--- src/hdl/pidc_pkg.sv ---
// ----------------------------------------------------------------------------
// pidc_pkg: shared types and arithmetic for the clamped PID controller
// Register indexes, sequencer states, command/status structs and the
// Q16.16 round, saturate and clamp helpers.
// ----------------------------------------------------------------------------
package pidc_pkg;

  localparam int unsigned DataW = 32;
  localparam int unsigned UregW = 31;
  localparam int unsigned IdxW  = 3;
  localparam int unsigned ModeW = 2;

  // Register indexes
  localparam logic [IdxW-1:0] REG_SETPOINT  = 3'd0;
  localparam logic [IdxW-1:0] REG_GAIN_P    = 3'd1;
  localparam logic [IdxW-1:0] REG_GAIN_I    = 3'd2;
  localparam logic [IdxW-1:0] REG_GAIN_D    = 3'd3;
  localparam logic [IdxW-1:0] REG_STEP_TIME = 3'd4;
  localparam logic [IdxW-1:0] REG_STEP_RATE = 3'd5;
  localparam logic [IdxW-1:0] REG_INT_LIMIT = 3'd6;
  localparam logic [IdxW-1:0] REG_OUT_LIMIT = 3'd7;

  // Reset values
  localparam logic [UregW-1:0] STEP_TIME_RST = 31'd131;
  localparam logic [UregW-1:0] STEP_RATE_RST = 31'd32768000;
  localparam logic [UregW-1:0] INT_LIMIT_RST = 31'd327680000;

  // Input mode codes; the high bit alone selects a clear
  localparam logic [ModeW-1:0] MODE_MEAS  = 2'd0;
  localparam logic [ModeW-1:0] MODE_ERROR = 2'd1;
  localparam int unsigned      ModeClrBit = 1;

  typedef enum logic [3:0] {
    ST_IDLE,
    ST_MUL_P,
    ST_MUL_DR,
    ST_MUL_IT,
    ST_MUL_DK,
    ST_ACC,
    ST_MUL_I,
    ST_TERM_I,
    ST_FIN
  } pidc_state_e;

  typedef enum logic [2:0] {
    MUL_P,   // gain_p * error
    MUL_DR,  // error delta * step_rate
    MUL_IT,  // error * step_time
    MUL_DK,  // gain_d * scaled delta
    MUL_IK   // gain_i * integral
  } pidc_mul_e;

  typedef struct packed {
    logic      capture;
    logic      clear;
    logic      mul_en;
    pidc_mul_e mul_sel;
    logic      ld_diff;
    logic      ld_p;
    logic      ld_d1;
    logic      ld_inc;
    logic      ld_d;
    logic      ld_acc;
    logic      ld_i;
    logic      ld_out;
  } pidc_cmd_t;

  typedef struct packed {
    logic clear_req;
  } pidc_status_t;

  function automatic logic signed [DataW-1:0] sat48(input logic signed [47:0] v);
    logic signed [47:0] hi;
    logic signed [47:0] lo;
    hi = 48'sh0000_7FFF_FFFF;
    lo = -48'sh0000_8000_0000;
    if (v > hi) begin
      return 32'sh7FFF_FFFF;
    end else if (v < lo) begin
      return 32'sh8000_0000;
    end
    return v[DataW-1:0];
  endfunction

  // Round a Q32.32 product to Q16.16, half up, then saturate
  function automatic logic signed [DataW-1:0] round_q16(input logic signed [63:0] prod);
    logic signed [63:0] t;
    t = prod + 64'sd32768;
    return sat48(t[63:16]);
  endfunction

  function automatic logic signed [DataW-1:0] sat_sum(input logic signed [33:0] v);
    return sat48({{14{v[33]}}, v});
  endfunction

  // Symmetric magnitude clamp; a zero limit passes the value through
  function automatic logic signed [DataW-1:0] clamp_mag(input logic signed [DataW-1:0] v,
                                                        input logic [UregW-1:0] lim);
    logic signed [DataW-1:0] l;
    l = signed'({1'b0, lim});
    if (lim == '0) begin
      return v;
    end else if (v > l) begin
      return l;
    end else if (v < -l) begin
      return -l;
    end
    return v;
  endfunction

endpackage

--- src/hdl/pidc_if.sv ---
// ----------------------------------------------------------------------------
// pidc_if: stream channels of the clamped PID controller
// Input channel carries mode and value; output channel carries the drive and the terms.
// ----------------------------------------------------------------------------
interface pidc_in_if;
  logic               valid;
  logic               ready;
  logic [1:0]         mode;
  logic signed [31:0] value;

  modport source (output valid, output mode, output value, input ready);
  modport sink   (input valid, input mode, input value, output ready);
endinterface

interface pidc_out_if;
  logic               valid;
  logic               ready;
  logic signed [31:0] drive;
  logic signed [31:0] p_term;
  logic signed [31:0] i_term;
  logic signed [31:0] d_term;

  modport source (output valid, output drive, output p_term, output i_term,
                  output d_term, input ready);
  modport sink   (input valid, input drive, input p_term, input i_term,
                  input d_term, output ready);
endinterface

--- src/hdl/pid_controller_clamped.sv ---
// ----------------------------------------------------------------------------
// pid_controller_clamped: discrete PID step in signed Q16.16
// One update or clear per input transfer, with integral and output magnitude clamps,
// built as a sequencer driving a datapath with one shared multiplier.
// ----------------------------------------------------------------------------
//  channel  | dir | payload                              | handshake
//  ---------+-----+--------------------------------------+----------------
//  in_if    | in  | mode[1:0], value[31:0]               | valid / ready
//  out_if   | out | drive, p_term, i_term, d_term [31:0] | valid / ready
//  cfg      | in  | cfg_idx_i[2:0], cfg_data_i[31:0]     | cfg_we_i only
//
//  The error is captured with the input transfer, then five products go
//  through the single 32x32 multiplier, each rounded and saturated from
//  the product register, with the integral update before the last product
//  and the final sum into the output register after it. A clear request
//  goes from the first step straight to the final one. Input ready is high
//  only while idle, so no new input is taken until an update or clear is
//  through; a result waiting on out_if does not stop the next update,
//  which holds in its final step until the output register is free.
//  Reset clears the kept error and integral and loads register defaults.
// ----------------------------------------------------------------------------
module pid_controller_clamped (
  input  logic                       clk_i,
  input  logic                       rst_ni,
  pidc_in_if.sink                    in_if,
  pidc_out_if.source                 out_if,
  input  logic                       cfg_we_i,
  input  logic [pidc_pkg::IdxW-1:0]  cfg_idx_i,
  input  logic [pidc_pkg::DataW-1:0] cfg_data_i
);
  import pidc_pkg::*;

  pidc_cmd_t    cmd;
  pidc_status_t status;

  // Sequencer: owns the handshakes and steps the datapath
  pidc_ctrl u_ctrl (
    .clk_i       (clk_i),
    .rst_ni      (rst_ni),
    .in_valid_i  (in_if.valid),
    .in_ready_o  (in_if.ready),
    .out_valid_o (out_if.valid),
    .out_ready_i (out_if.ready),
    .status_i    (status),
    .cmd_o       (cmd)
  );

  // Datapath: registers, shared multiplier, state and output register
  pidc_dp u_dp (
    .clk_i      (clk_i),
    .rst_ni     (rst_ni),
    .cfg_we_i   (cfg_we_i),
    .cfg_idx_i  (cfg_idx_i),
    .cfg_data_i (cfg_data_i),
    .in_mode_i  (in_if.mode),
    .in_value_i (in_if.value),
    .cmd_i      (cmd),
    .status_o   (status),
    .drive_o    (out_if.drive),
    .p_term_o   (out_if.p_term),
    .i_term_o   (out_if.i_term),
    .d_term_o   (out_if.d_term)
  );

endmodule

--- src/hdl/pidc_dp.sv ---
// ----------------------------------------------------------------------------
// pidc_dp: datapath of the clamped PID controller
// Configuration registers, kept state, one shared 32x32 multiplier with a
// product register, and the output register.
// ----------------------------------------------------------------------------
module pidc_dp (
  input  logic                          clk_i,
  input  logic                          rst_ni,
  input  logic                          cfg_we_i,
  input  logic [pidc_pkg::IdxW-1:0]     cfg_idx_i,
  input  logic [pidc_pkg::DataW-1:0]    cfg_data_i,
  input  logic [pidc_pkg::ModeW-1:0]    in_mode_i,
  input  logic signed [pidc_pkg::DataW-1:0] in_value_i,
  input  pidc_pkg::pidc_cmd_t           cmd_i,
  output pidc_pkg::pidc_status_t        status_o,
  output logic signed [pidc_pkg::DataW-1:0] drive_o,
  output logic signed [pidc_pkg::DataW-1:0] p_term_o,
  output logic signed [pidc_pkg::DataW-1:0] i_term_o,
  output logic signed [pidc_pkg::DataW-1:0] d_term_o
);
  import pidc_pkg::*;

  logic signed [DataW-1:0] setpoint_q, gain_p_q, gain_i_q, gain_d_q;
  logic [UregW-1:0]        step_time_q, step_rate_q, int_limit_q, out_limit_q;

  logic signed [DataW-1:0] err_q, diff_q, last_q, acc_q;
  logic signed [DataW-1:0] p_q, d1_q, inc_q, d_q, i_q;
  logic signed [63:0]      prod_q;
  logic                    clear_q;
  logic signed [DataW-1:0] drive_q, p_out_q, i_out_q, d_out_q;

  logic signed [DataW-1:0] mul_a, mul_b, rnd, err_d, sum;

  // Configuration registers
  always_ff @(posedge clk_i or negedge rst_ni) begin
    if (!rst_ni) begin
      setpoint_q  <= '0;
      gain_p_q    <= '0;
      gain_i_q    <= '0;
      gain_d_q    <= '0;
      step_time_q <= STEP_TIME_RST;
      step_rate_q <= STEP_RATE_RST;
      int_limit_q <= INT_LIMIT_RST;
      out_limit_q <= '0;
    end else if (cfg_we_i) begin
      unique case (cfg_idx_i)
        REG_SETPOINT:  setpoint_q  <= cfg_data_i;
        REG_GAIN_P:    gain_p_q    <= cfg_data_i;
        REG_GAIN_I:    gain_i_q    <= cfg_data_i;
        REG_GAIN_D:    gain_d_q    <= cfg_data_i;
        REG_STEP_TIME: step_time_q <= cfg_data_i[UregW-1:0];
        REG_STEP_RATE: step_rate_q <= cfg_data_i[UregW-1:0];
        REG_INT_LIMIT: int_limit_q <= cfg_data_i[UregW-1:0];
        REG_OUT_LIMIT: out_limit_q <= cfg_data_i[UregW-1:0];
        default: ;
      endcase
    end
  end

  always_comb begin
    unique case (cmd_i.mul_sel)
      MUL_P:   begin mul_a = gain_p_q; mul_b = err_q;                       end
      MUL_DR:  begin mul_a = diff_q;   mul_b = signed'({1'b0, step_rate_q}); end
      MUL_IT:  begin mul_a = err_q;    mul_b = signed'({1'b0, step_time_q}); end
      MUL_DK:  begin mul_a = gain_d_q; mul_b = d1_q;                        end
      MUL_IK:  begin mul_a = gain_i_q; mul_b = acc_q;                       end
      default: begin mul_a = '0;       mul_b = '0;                          end
    endcase
  end

  assign rnd = round_q16(prod_q);

  assign err_d = (in_mode_i == MODE_MEAS)
               ? sat_sum(34'(setpoint_q) - 34'(in_value_i))
               : in_value_i;

  assign sum = clamp_mag(sat_sum(34'(p_q) + 34'(i_q) + 34'(d_q)), out_limit_q);

  // Kept state: previous error and integral
  always_ff @(posedge clk_i or negedge rst_ni) begin
    if (!rst_ni) begin
      last_q <= '0;
      acc_q  <= '0;
    end else if (cmd_i.clear) begin
      last_q <= '0;
      acc_q  <= '0;
    end else if (cmd_i.ld_acc) begin
      last_q <= err_q;
      acc_q  <= clamp_mag(sat_sum(34'(acc_q) + 34'(inc_q)), int_limit_q);
    end
  end

  // Working registers
  always_ff @(posedge clk_i) begin
    if (cmd_i.capture) begin
      err_q   <= err_d;
      clear_q <= in_mode_i[ModeClrBit];
    end
    if (cmd_i.mul_en)  prod_q <= mul_a * mul_b;
    if (cmd_i.ld_diff) diff_q <= sat_sum(34'(err_q) - 34'(last_q));
    if (cmd_i.clear) begin
      p_q <= '0;
      i_q <= '0;
      d_q <= '0;
    end else begin
      if (cmd_i.ld_p) p_q <= rnd;
      if (cmd_i.ld_d) d_q <= rnd;
      if (cmd_i.ld_i) i_q <= rnd;
    end
    if (cmd_i.ld_d1)  d1_q  <= rnd;
    if (cmd_i.ld_inc) inc_q <= rnd;
    if (cmd_i.ld_out) begin
      drive_q <= sum;
      p_out_q <= p_q;
      i_out_q <= i_q;
      d_out_q <= d_q;
    end
  end

  assign status_o.clear_req = clear_q;
  assign drive_o  = drive_q;
  assign p_term_o = p_out_q;
  assign i_term_o = i_out_q;
  assign d_term_o = d_out_q;

endmodule

--- src/hdl/pidc_ctrl.sv ---
// ----------------------------------------------------------------------------
// pidc_ctrl: sequencer of the clamped PID controller
// Steps the shared multiplier through the five products of one update and
// owns the input ready and the output valid.
// ----------------------------------------------------------------------------
module pidc_ctrl (
  input  logic                   clk_i,
  input  logic                   rst_ni,
  input  logic                   in_valid_i,
  output logic                   in_ready_o,
  output logic                   out_valid_o,
  input  logic                   out_ready_i,
  input  pidc_pkg::pidc_status_t status_i,
  output pidc_pkg::pidc_cmd_t    cmd_o
);
  import pidc_pkg::*;

  pidc_state_e state_q, state_d;
  logic        out_valid_q, out_valid_d;
  logic        in_fire, out_free;

  assign in_fire  = in_valid_i && in_ready_o;
  assign out_free = !out_valid_q || out_ready_i;

  always_ff @(posedge clk_i or negedge rst_ni) begin
    if (!rst_ni) begin
      state_q     <= ST_IDLE;
      out_valid_q <= 1'b0;
    end else begin
      state_q     <= state_d;
      out_valid_q <= out_valid_d;
    end
  end

  always_comb begin
    state_d = state_q;
    unique case (state_q)
      ST_IDLE:   if (in_fire) state_d = ST_MUL_P;
      ST_MUL_P:  state_d = status_i.clear_req ? ST_FIN : ST_MUL_DR;
      ST_MUL_DR: state_d = ST_MUL_IT;
      ST_MUL_IT: state_d = ST_MUL_DK;
      ST_MUL_DK: state_d = ST_ACC;
      ST_ACC:    state_d = ST_MUL_I;
      ST_MUL_I:  state_d = ST_TERM_I;
      ST_TERM_I: state_d = ST_FIN;
      ST_FIN:    if (out_free) state_d = ST_IDLE;
      default:   state_d = ST_IDLE;
    endcase
  end

  always_comb begin
    cmd_o       = '0;
    cmd_o.mul_sel = MUL_P;
    in_ready_o  = 1'b0;
    unique case (state_q)
      ST_IDLE: begin
        in_ready_o    = 1'b1;
        cmd_o.capture = in_valid_i;
      end
      ST_MUL_P: begin
        cmd_o.clear   = status_i.clear_req;
        cmd_o.mul_en  = !status_i.clear_req;
        cmd_o.ld_diff = 1'b1;
      end
      ST_MUL_DR: begin
        cmd_o.mul_en  = 1'b1;
        cmd_o.mul_sel = MUL_DR;
        cmd_o.ld_p    = 1'b1;
      end
      ST_MUL_IT: begin
        cmd_o.mul_en  = 1'b1;
        cmd_o.mul_sel = MUL_IT;
        cmd_o.ld_d1   = 1'b1;
      end
      ST_MUL_DK: begin
        cmd_o.mul_en  = 1'b1;
        cmd_o.mul_sel = MUL_DK;
        cmd_o.ld_inc  = 1'b1;
      end
      ST_ACC: begin
        cmd_o.ld_d    = 1'b1;
        cmd_o.ld_acc  = 1'b1;
      end
      ST_MUL_I: begin
        cmd_o.mul_en  = 1'b1;
        cmd_o.mul_sel = MUL_IK;
      end
      ST_TERM_I: cmd_o.ld_i = 1'b1;
      ST_FIN:    cmd_o.ld_out = out_free;
      default: ;
    endcase
  end

  always_comb begin
    out_valid_d = out_valid_q;
    if (cmd_o.ld_out) begin
      out_valid_d = 1'b1;
    end else if (out_ready_i) begin
      out_valid_d = 1'b0;
    end
  end

  assign out_valid_o = out_valid_q;

  a_busy_after_accept: assert property (@(posedge clk_i) disable iff (!rst_ni)
    in_fire |=> state_q != ST_IDLE)
    else $error("sequencer stayed idle after an input transfer");

  a_load_into_free_slot: assert property (@(posedge clk_i) disable iff (!rst_ni)
    cmd_o.ld_out |-> (!out_valid_q || out_ready_i))
    else $error("output register overwritten before its transfer");

  a_result_after_fin: assert property (@(posedge clk_i) disable iff (!rst_ni)
    (state_q == ST_FIN && state_d == ST_IDLE) |=> out_valid_q)
    else $error("update finished without a pending result");

  a_single_mul_user: assert property (@(posedge clk_i) disable iff (!rst_ni)
    cmd_o.mul_en |-> state_q != ST_IDLE && state_q != ST_FIN)
    else $error("multiplier started outside an update");

endmodule
--- src/flat_wrapper.sv ---
// flat-port wrapper written by rule: the top's interface ports become plain ports
module pid_controller_clamped_flat import pidc_pkg::*;
  (clk_i, rst_ni, cfg_we_i, cfg_idx_i, cfg_data_i, in_if_valid, in_if_mode, in_if_value, in_if_ready, out_if_valid, out_if_drive, out_if_p_term, out_if_i_term, out_if_d_term, out_if_ready);
  pidc_in_if in_if_i ();
  pidc_out_if out_if_i ();
  input  logic clk_i;
  input  logic rst_ni;
  input  logic cfg_we_i;
  input  logic [pidc_pkg::IdxW-1:0] cfg_idx_i;
  input  logic [pidc_pkg::DataW-1:0] cfg_data_i;
  input wire logic [$bits(in_if_i.valid)-1:0] in_if_valid;
  input wire logic [$bits(in_if_i.mode)-1:0] in_if_mode;
  input wire logic [$bits(in_if_i.value)-1:0] in_if_value;
  output wire logic [$bits(in_if_i.ready)-1:0] in_if_ready;
  output wire logic [$bits(out_if_i.valid)-1:0] out_if_valid;
  output wire logic [$bits(out_if_i.drive)-1:0] out_if_drive;
  output wire logic [$bits(out_if_i.p_term)-1:0] out_if_p_term;
  output wire logic [$bits(out_if_i.i_term)-1:0] out_if_i_term;
  output wire logic [$bits(out_if_i.d_term)-1:0] out_if_d_term;
  input wire logic [$bits(out_if_i.ready)-1:0] out_if_ready;
  assign in_if_i.valid = in_if_valid;
  assign in_if_i.mode = in_if_mode;
  assign in_if_i.value = in_if_value;
  assign in_if_ready = in_if_i.ready;
  assign out_if_valid = out_if_i.valid;
  assign out_if_drive = out_if_i.drive;
  assign out_if_p_term = out_if_i.p_term;
  assign out_if_i_term = out_if_i.i_term;
  assign out_if_d_term = out_if_i.d_term;
  assign out_if_i.ready = out_if_ready;
  pid_controller_clamped u_core (.clk_i(clk_i), .rst_ni(rst_ni), .in_if(in_if_i), .out_if(out_if_i), .cfg_we_i(cfg_we_i), .cfg_idx_i(cfg_idx_i), .cfg_data_i(cfg_data_i));
endmodule
--- config.mk ---
export PLATFORM = sky130hd
export DESIGN_NAME = pid_controller_clamped_flat
export DESIGN_NICKNAME = d
export VERILOG_FILES = /design/src/hdl/pidc_pkg.sv /design/src/hdl/pidc_if.sv /design/src/hdl/pid_controller_clamped.sv /design/src/hdl/pidc_dp.sv /design/src/hdl/pidc_ctrl.sv /design/src/flat_wrapper.sv
export SDC_FILE = /design/constraint.sdc
export NUM_CORES = 2
export LEC_CHECK = 0
export BUFFER_PORTS_ARGS = -buffer_cell sky130_fd_sc_hd__buf_2
export CORE_MARGIN = 8
export CORE_UTILIZATION = 59
export DETAILED_ROUTE_END_ITERATION = 8
export PLACE_DENSITY = 0.79
export SYNTH_ARGS = -nofsm -noshare
export SYNTH_HDL_FRONTEND = slang
export SYNTH_SLANG_ARGS = --single-unit
--- constraint.sdc ---
create_clock -name clk_i -period 9.9 [get_ports clk_i]
set_clock_uncertainty 0.2 [all_clocks]
set_input_delay 0.99 -clock clk_i [delete_from_list [all_inputs] [get_ports clk_i]]
set_output_delay 0.99 -clock clk_i [all_outputs]
set_load 0.03 [all_outputs]
==> Word level (Yosys, flattened, before mapping) <==
Index checks and enable logic that the tools add are counted.
W data, S select, Z words.
{ "word_totals": {"reg_bits": 738, "input_bits": 74, "out_inout_bits": 130, "elab_cells": 162} }
{ "classes": {"add_sub_neg": 8, "n_mul": 1, "magnitude_cmp": 14, "eq_ne": 21, "n_mux": 71, "reduce_logical": 22} }
{ "op_table": {"columns": ["op", "count"], "rows": [
  ["$mux W32", 30],
  ["$pmux W32 S5", 2],
  ["$gt A33 B32 Y1 const B", 3],
  ["$lt A33 B32 Y1 const B", 3],
  ["$add A32 B32 Y33", 2],
  ["$sub A32 B32 Y33", 2],
  ["$add A64 B17 Y64 const B", 1],
  ["$gt A32 B32 Y1", 2],
  ["$lt A32 B32 Y1", 2],
  ["$mul A32 B32 Y64", 1],
  ["$neg A31 Y32", 2],
  ["$logic_not A31 Y1", 2],
  ["$gt A48 B32 Y1 const B", 1],
  ["$lt A48 B32 Y1 const B", 1],
  ["$pmux W4 S9", 1],
  ["$add A33 B32 Y34", 1],
  ["$gt A34 B32 Y1 const B", 1],
  ["$lt A34 B32 Y1 const B", 1],
  ["$mux W1", 32],
  ["$reduce_and A2 Y1", 9],
  ["$eq A4 B3 Y1 const B", 4],
  ["$eq A3 B3 Y1 const B", 5],
  ["$eq A3 B2 Y1 const B", 4],
  ["$mux W4", 3],
  ["other kinds (16)", 22]
]} }

==> Logic depth before layout (Yosys ltp) <==
{ "logic_depth": {"ltp_word": 18, "ltp_mapped": 39} }

==> Cells and area by module <==
Synthesis repeated with hierarchy kept, for this count alone.
{ "unflattened": {"cells_unflattened": 8160, "hier_area_um2": 78587.9} }
{ "modules_own_cells": {"columns": ["module", "n_inst", "cells_per_inst", "area_each_um2", "seq_area_each_um2"], "rows": [
  ["pidc_dp", 1, 8110, 78166.2, 19035.8],
  ["pidc_ctrl", 1, 50, 421.7, 125.1]
]} }

==> Worst setup path after synthesis <==
No wires, ideal clock.
{ "synth_timing": {"kind": "flip-flop to flip-flop", "from": "register u_core.u_ctrl.state_q[0]", "to": "register u_core.u_dp.prod_q[63], data pin", "setup_ns": 0.260, "arrival_time_ns": 10.113, "t_required_ns": 9.440, "path_slack_ns": -0.673, "path_stages_with_launch": 39, "path_buffers": 7, "synth_period_minus_slack_ns": 10.573, "path_cell_list": "dfrtp_1 -> buf_2 -> buf_1 -> nand2_1 -> nor3_1 -> clkbuf_1 -> buf_1 -> buf_2 -> a22oi_1 -> nand3_1 -> clkbuf_1 -> nand2_1 -> fa_1 -> fa_1 -> inv_1 -> fa_1 -> inv_1 -> fa_1 -> [3 not listed] -> fa_1 -> inv_1 -> fa_1 -> inv_1 -> ha_1 -> clkbuf_1 -> nand3_1 -> nor3_1 -> o21ai_0 -> a2111oi_0 -> nor3_1 -> a311o_1 -> a211o_1 -> nand2_1 -> a221o_1 -> a221o_1 -> a21oi_1 -> xnor2_1"} }
{ "synth_via": {"elab_chain_len": 5} }
{ "synth_rtl": {"columns": ["item", "line", "source"], "rows": [
  ["start: declaration", "pidc_ctrl.sv:18", "pidc_state_e state_q, state_d;"],
  ["start signal: assignment", "pidc_ctrl.sv:30", "state_q <= state_d;"],
  ["$eq A4 B3 Y1 or $eq A4 B2 Y1 (tied branches)", "pidc_ctrl.sv:55", "unique case (state_q)"],
  ["$pmux W3 S4 *", "pidc_ctrl.sv:55", null],
  ["$eq A3 B3 Y1, or another cell as far along", "pidc_dp.sv:61", "unique case (cmd_i.mul_sel)"],
  ["$pmux W32 S5", "pidc_dp.sv:61", null],
  ["$mul A32 B32 Y64 *", "pidc_dp.sv:99", "if (cmd_i.mul_en) prod_q <= mul_a * mul_b;"],
  ["end signal: assignment", "pidc_dp.sv:99", null],
  ["end: declaration", "pidc_dp.sv:28", "logic signed [63:0] prod_q;"]
]} }
Every way passes the cells marked *; elsewhere a longest branch is shown, timed or not.
A chain may end at the register's enable or synchronous reset.

==> Final worst setup path <==
{ "layout_timing": {"from": "register u_core.u_ctrl.state_q[1]", "to": "register u_core.u_dp.prod_q[62], data pin"} }
The elaborated chain is that of the path after synthesis.

==> flow_metrics.py <==
metrics = {
    "layout": {
        "largest_register_ffs": 49,
        "layout_common_cells": "inv_1, fa_1, nand2_1, nor2_1, ha_1",
        "largest_register": "u_core.u_dp.prod_q",
        "drive_gt1_frac": 0.1414,
        "syn_to_final_growth_pct": 11.45,
        "final_nets": 9964,
        "layout_commonest_cell": "inv_1",
    },
    "setup_path": {
        "cp-startpoint": "u_core.u_ctrl.state_q[1]$_DFFE_PN0P_",
        "cp.arrival_ps": 9910,
        "slowest_stage": "fa_1",
        "crit_buf_inv": 12,
        "worst_setup_path_end_kind": "flip-flop",
        "crit_top_cell": "fa_1",
        "critPathTopFamily": "adder cells",
        "ff2ff_setup_slack_ps": 230,
        "cp-start-kind": "flip-flop",
        "crit_type": "reg -> reg",
        "r2r_start": "u_core.u_ctrl.state_q[1]$_DFFE_PN0P_",
        "cp_slowest_stage_delay_ps": 550,
        "cp.required_ps": 10140,
        "worstPathMaxFanout": 9,
    },
    "clock_network": {
        "numCtsBuffers": 79,
        "cts.sinks": 723,
        "clk_pin_slew_ps": 70,
        "clk_root_buffer_cell": "clkbuf_16",
        "insertion_delay_ps": 720,
        "htree_levels": 3,
        "cts.path.max_buffers": 3,
        "cts_tree": "yes",
    },
    "routing": {
        "viasPerCell": 6.122,
        "wl_per_cell_um": 26.92,
        "wirelength_um": 273700,
        "drcViolationCount": 0,
        "drt_iter0_drc": 6604,
        "first_pass_iters": 6,
        "ant_nets": 0,
        "num_vias": 62260,
    },
    "global_route": {
        "grt_usage": 0.3795,
        "grt.overflow.total": 0,
        "antenna_found_initial": 36,
        "grt_start_max_net_pins": 125,
        "grt_pass1_vias": 62850,
        "grt_pass1_wl_um": 401300,
    },
    "sta": {
        "fin_ws_ps": 228.9,
        "fin_crit_sh": 0.9769,
        "worstMarginPinSlew_ps": 1381,
        "timing.hold.ws_ps": 106.3,
        "fmax_mhz": 103.4,
        "setup_viol": 0,
        "hold_viol": 0,
        "slew_headroom": 0.07310,
        "min_period_ps": 9671,
        "slew_violations": 0,
    },
    "synth": {
        "syn_nets": 9667,
        "synthArstFlopShare": 0.4440,
        "synth_cells": 8041,
        "ys_seq_area_frac": 0.2487,
        "synth_cell_types": 102,
        "syn_area_sq_mm": 0.07704,
        "synth_warnings": 0,
        "synth_area_leaders": "fa_1, edfxtp_1, dfrtp_1, ha_1, inv_1",
        "synth-seq-cells": 723,
        "synth_top_area_share": 0.2902,
        "synth_edf_count": 306,
        "ys.flop_type": "dfrtp_1",
        "yosysTopAreaCell": "fa_1",
        "syn_avg_cell_area_sq_um": 9.581,
    },
    "placed_design": {
        "pre_cts_slack_ps": -233.6,
        "io_buffer_count": 203,
        "gp_congestion": 1.026,
        "place.detailed.hpwl_um": 217300,
    },
    "worst_hold_path": {
        "hp-class": "in -> async",
    },
    "die": {
        "io_pins": 204,
        "core-area_sq_mm": 0.1295,
        "dieArea_sq_mm": 0.1424,
        "die_w_um": 377.4,
        "die_h_um": 377.4,
        "num_rows": 132,
        "start_util": 0.5950,
    },
    "outcome": {
        "status": "finished clean",
    },
    "run": {
        "maxCapViolations": 0,
    },
}
-- final cells by class --
| class | count | area (sq um) |
|---|---|---|
| Antenna cell | 25 | 62.56 |
| Clock buffer | 103 | 2202 |
| Clock inverter | 43 | 467.9 |
| Fill cell | 10630 | 43620 |
| Inverter | 1373 | 5154 |
| Multi-Input combinational cell | 5568 | 51760 |
| Sequential cell | 723 | 19160 |
| Tap cell | 1742 | 2180 |
| Timing Repair Buffer | 593 | 4876 |
-- per-stage QoR --
step	instance area (sq um)	utilization	instances	TNS (ps)
finish	85860	0.6631	10170	0
global route	85810	0.6627	10150	-92.52
CTS	84840	0.6552	10090	0
detailed placement	82020	0.6334	9936	-437.8
global placement	82020	0.6334	9936	-240.4
floorplan	77090	-	8041	0
-- synth_stat cells (36+ instances only) --
cell	instances
xor2_1	93
o21a_1	36
and4_1	52
a22oi_1	74
nor2b_1	36
inv_1	1370
clkbuf_1	324
nand2_1	915
xnor2_1	224
dfrtp_1	307
nor3_1	65
fa_1	1117
mux2_2	259
edfxtp_1	306
ha_1	435
o21ai_0	314
nand4_1	101
and2_1	48
nor2_1	713
a21oi_1	288
nand2b_1	45
a21o_1	118
o31ai_1	38
a31oi_1	37
dfxtp_1	96
nand3_1	137
-- what timing repair did --
item / CTS / global route
gates resized for setup: 12 / 102
pin swaps: 5 / 28
gates cloned: 0 / 12
hold buffers: 0 / 0
endpoints found under the setup margin: 4 / 20
endpoints found under the hold margin: 0 / 0
setup buffers: 11 / 40
-- path summary, 6_finish.rpt --
| kind | endpoint | cells after the start |
|---|---|---|
| min | u_core.u_dp.setpoint_q[28]$_DFFE_PN0P_ | 1 |
| max in group asynchronous | u_core.u_ctrl.state_q[1]$_DFFE_PN0P_ | 2 |
| max reg2reg | u_core.u_dp.prod_q[62]$_DFFE_PP_ | 37 |
| max | u_core.u_dp.prod_q[62]$_DFFE_PP_ | 37 |
| min in group clk_i | u_core.u_ctrl.out_valid_o$_DFFE_PN0P_ | 2 |
| min reg2reg | u_core.u_dp.i_term_o[30]$_DFFE_PP_ | 0 |
-- cells by family (layout without fill, tap and decap cells) --
kind of cell | after synthesis | after routing | synth area share
simple gates | 2240 | 2241 | 0.1299
buf+inv | 1751 | 2112 | 0.08594
fa+ha+maj | 1582 | 1582 | 0.3648
compound gates | 1161 | 1161 | 0.09567
flops | 723 | 723 | 0.2487
xor+xnor | 317 | 317 | 0.03604
mux | 267 | 267 | 0.03894
other cells | 0 | 25 | 0
-- metal layers --
layer,up-vias,track usage,part of all wire
met1,31380,0.5130,0.39
li1,26550,-,-
met4,4,0.1936,0.061
met3,716,0.09466,0.12
met2,3610,0.5705,0.43
met5,-,0,0.000099
Power is left out: the tool's default activity adds up to more than one toggle a clock period on the data nets, which glitch-free logic cannot reach.
